`src/scfl_ram.sv`:
```
// generic single-port-write, single-port-read ram with registered read data
module scfl_ram #(
    parameter int WIDTH = 12,
    parameter int DEPTH = 16
) (
    input  logic                     i_clk,
    input  logic                     i_we,
    input  logic [$clog2(DEPTH)-1:0] i_waddr,
    input  logic [WIDTH-1:0]         i_wdata,
    input  logic [$clog2(DEPTH)-1:0] i_raddr,
    output logic [WIDTH-1:0]         o_rdata
);

    logic [WIDTH-1:0] r_mem [DEPTH];
    logic [WIDTH-1:0] r_rdata;

    always_ff @(posedge i_clk) begin
        if (i_we) begin
            r_mem[i_waddr] <= i_wdata;
        end
        r_rdata <= r_mem[i_raddr];
    end

    assign o_rdata = r_rdata;

endmodule

```
`config.mk`:
```
export PLATFORM = sky130hd
export DESIGN_NAME = scfl_ram
export DESIGN_NICKNAME = d
export VERILOG_FILES = /design/src/scfl_ram.sv
export SDC_FILE = /design/constraint.sdc
export NUM_CORES = 1
export LEC_CHECK = 0
export BUFFER_PORTS_ARGS = -buffer_cell sky130_fd_sc_hd__buf_2
export CORE_MARGIN = 4
export CORE_UTILIZATION = 55
export DETAILED_ROUTE_END_ITERATION = 12
export MAX_ROUTING_LAYER = met4
export PLACE_DENSITY = 0.81
export SLEW_MARGIN = 20
export SYNTH_ARGS = -nofsm -noshare
export SYNTH_HDL_FRONTEND = slang
export SYNTH_SLANG_ARGS = --single-unit
```
`constraint.sdc`:
```
create_clock -name i_clk -period 1.9 [get_ports i_clk]
set_input_delay 0.19 -clock i_clk [delete_from_list [all_inputs] [get_ports i_clk]]
set_output_delay 0.19 -clock i_clk [all_outputs]
set_load 0.03 [all_outputs]
```
==> run summary <==
endpoints failing setup: 0
largest net degree at the start of global routing: 49
Post-Syn Area per Cell: 23.1 µm²
final instance area: 8790 µm²
Die Y: 126 µm
hold_ws: 0.0788 ns
Final Hold Vio Count: 0
Mapped Area: 7600 µm²
PortBufs: 33
Slowest cell on crit path: mux4_2
crit path max fanout: 1
Worst Path Class, Setup: flop to flop
Leakage: 2.95 nW
sequential share of the synthesized area: 0.790
first-pass GRT wire length: 23400 µm
vias in the first global route: 3783
final total power: 9.43 mW
ranking of synthesized cells by area: edfxtp_1 (76%), mux4_2 (9.8%), mux4_1 (5.2%)
post-synthesis cell type count: 18
CTS resizes: 0
Post-Syn Nets: 351
status: complete, no violations
Post-Route Utilization: 0.656
Gate Count Post-Synth: 329
CP Cell Sequence: mux4_2 -> a22oi_1 -> nand2_1
Final TNS setup: 0 ns
Post-CTS Setup Inserts: 0
clk slew on worst S/H paths: 0.06 ns
maximum vdd drop: 0.889 mV
max_cap viols: 0
met3 usage: 0.0294
minimum clock period: 1.35 ns
Synth warnings: 0
core box area: 13400 µm²
CP delay by family, top: multiplexers
Initial Util: 0.567
row cnt: 42
Crit path largest cell delay: 0.52 ns
#FFs+latches synth: 204
GRT Overall Usage: 0.208
GR peak layer: met2
CTS tree: yes
Post-Route WL: 15400 µm
Layout area overhead: 15.7%
CP bufs+invs: 0
final worst-path cycle share: 0.712
# DRC: 0
clk root buf: clkbuf_16
worst slew pin tran: 0.518 ns
area leader, netlist: edfxtp_1
clk_lat worst skew: 0.48 ns
GR Layer Usage met1: 0.294
Vias: 3636
Net count, final: 417
I/O Pins: 34
worst min-delay path category: input port to flop
die width: 126 µm
antenna-violating nets left: 0
slew margin rel.: 0.654
initial antenna violation count: 0
Seq. cell area: 6010 µm²
Fill cells: 833
Starting DRT DRC Count: 464
P per Cell Area: 1070 nW/µm²
area of the multi-input gates: 1520 µm²
Max Root-Sink Buffers: 3
htree depth: 1
drt first pass iters: 7
layout cells sized above 1: 0.315
Area after DPL: 8130 µm²
Yosys top cell area share: 0.759
drt wl/cell: 26.3 µm
Worst EP required: 2.26 ns
cts hold-fix bufs: 0
routed vias/inst: 6.22
GR Util met2: 0.320
Max Fclk: 739 MHz
Num CTS Buffers: 20
antenna diode count: 0
Die ar.: 15800 µm²
Data arrival, critical path: 1.71 ns
final-report max-slew violation count: 0
CP Capture Type: flop
Remaining Overflow, GRT: 0
post-DP HPWL: 8430 µm
CTS sink count: 204
startpoint types: flop
RSZ-0062 raised after global routing: false
routability cong.: 0.776
clk_skew: 0.00705 ns
[metal layers]
layer	vias to the layer above	part of all wire
met4	0	0.027
met2	164	0.49
met3	27	0.065
li1	1540	-
met1	1905	0.41
met5	-	0
[Yosys cell counts]
library cell,count
clkbuf_1,6
nand2b_1,2
or3b_1,1
mux4_2,33
buf_6,1
nor2b_1,2
nand3_1,1
edfxtp_1,192
buf_2,5
nor3_1,4
mux4_1,15
and2_1,1
a22oi_1,24
nand3b_1,2
dfxtp_1,12
nor2_1,13
buf_12,2
nand2_1,13
[cell type report]
cell class | count | area share
repair buffers | 58 | 0.0444
flip-flops and latches | 204 | 0.683
well taps | 176 | 0.0250
multi-input cells | 111 | 0.172
clock inverters | 9 | 0.00854
clock buffers | 27 | 0.0669
[through the flow]
step / std cells / setup WS [ns]
5_1_grt: 585 / 0.483
3_3_place_gp: 549 / 0.326
2_1_floorplan: 329 / 0.0104
6_report: 585 / 0.547
3_5_place_dp: 549 / 0.299
4_1_cts: 585 / 0.551
[power by group]
part	leakage (nW)	internal (mW)	switching, mW
registers	1.84	5.03	0.0320
logic	0.789	0.198	0.304
clock network	0.328	2.31	1.55
total	2.95	7.54	1.89
[flip-flops by register name, summed over array words and instances, names as in the netlist]
signal / flops
r_mem: 192
o_rdata: 12
[cell families (layout without fill, tap and decap cells)]
family / Yosys count / in the layout / share of synthesized area
flip-flops: 204 / 204 / 0.790
multiplexers: 48 / 48 / 0.150
AND/OR/NAND/NOR: 39 / 39 / 0.0234
AO/OA/AOI/OAI: 24 / 24 / 0.0237
buffers and inverters: 14 / 94 / 0.0130
[layout by cell type, fill, tap and decap left out]
cell,synthesis,layout
a22oi_1,24,24
and2_1,1,1
buf_12,2,3
buf_2,5,33
buf_4,0,22
bufinv_16,0,1
clkbuf_1,6,2
clkbuf_16,0,21
clkbuf_8,0,4
clkinv_2,0,6
clkinvlp_4,0,2
dfxtp_1,12,12
edfxtp_1,192,192
mux4_1,15,15
mux4_2,33,33
nand2_1,13,13
nand2b_1,2,2
nand3_1,1,1
nand3b_1,2,2
nor2_1,13,13
nor2b_1,2,2
nor3_2,0,4
or3b_1,1,1
[final timing paths]
kind	depth (start not counted)	to	slack, ns	from
setup / recovery	3	o_rdata[3]	0.55	r_mem[15][3]
hold / removal	1	r_mem[3][3]	0.08	i_wdata[3]
setup reg to reg	3	o_rdata[3]	0.55	r_mem[15][3]
hold reg to reg	3	o_rdata[5]	0.65	r_mem[13][5]
Note: power is estimated with default switching activity, not from simulation.
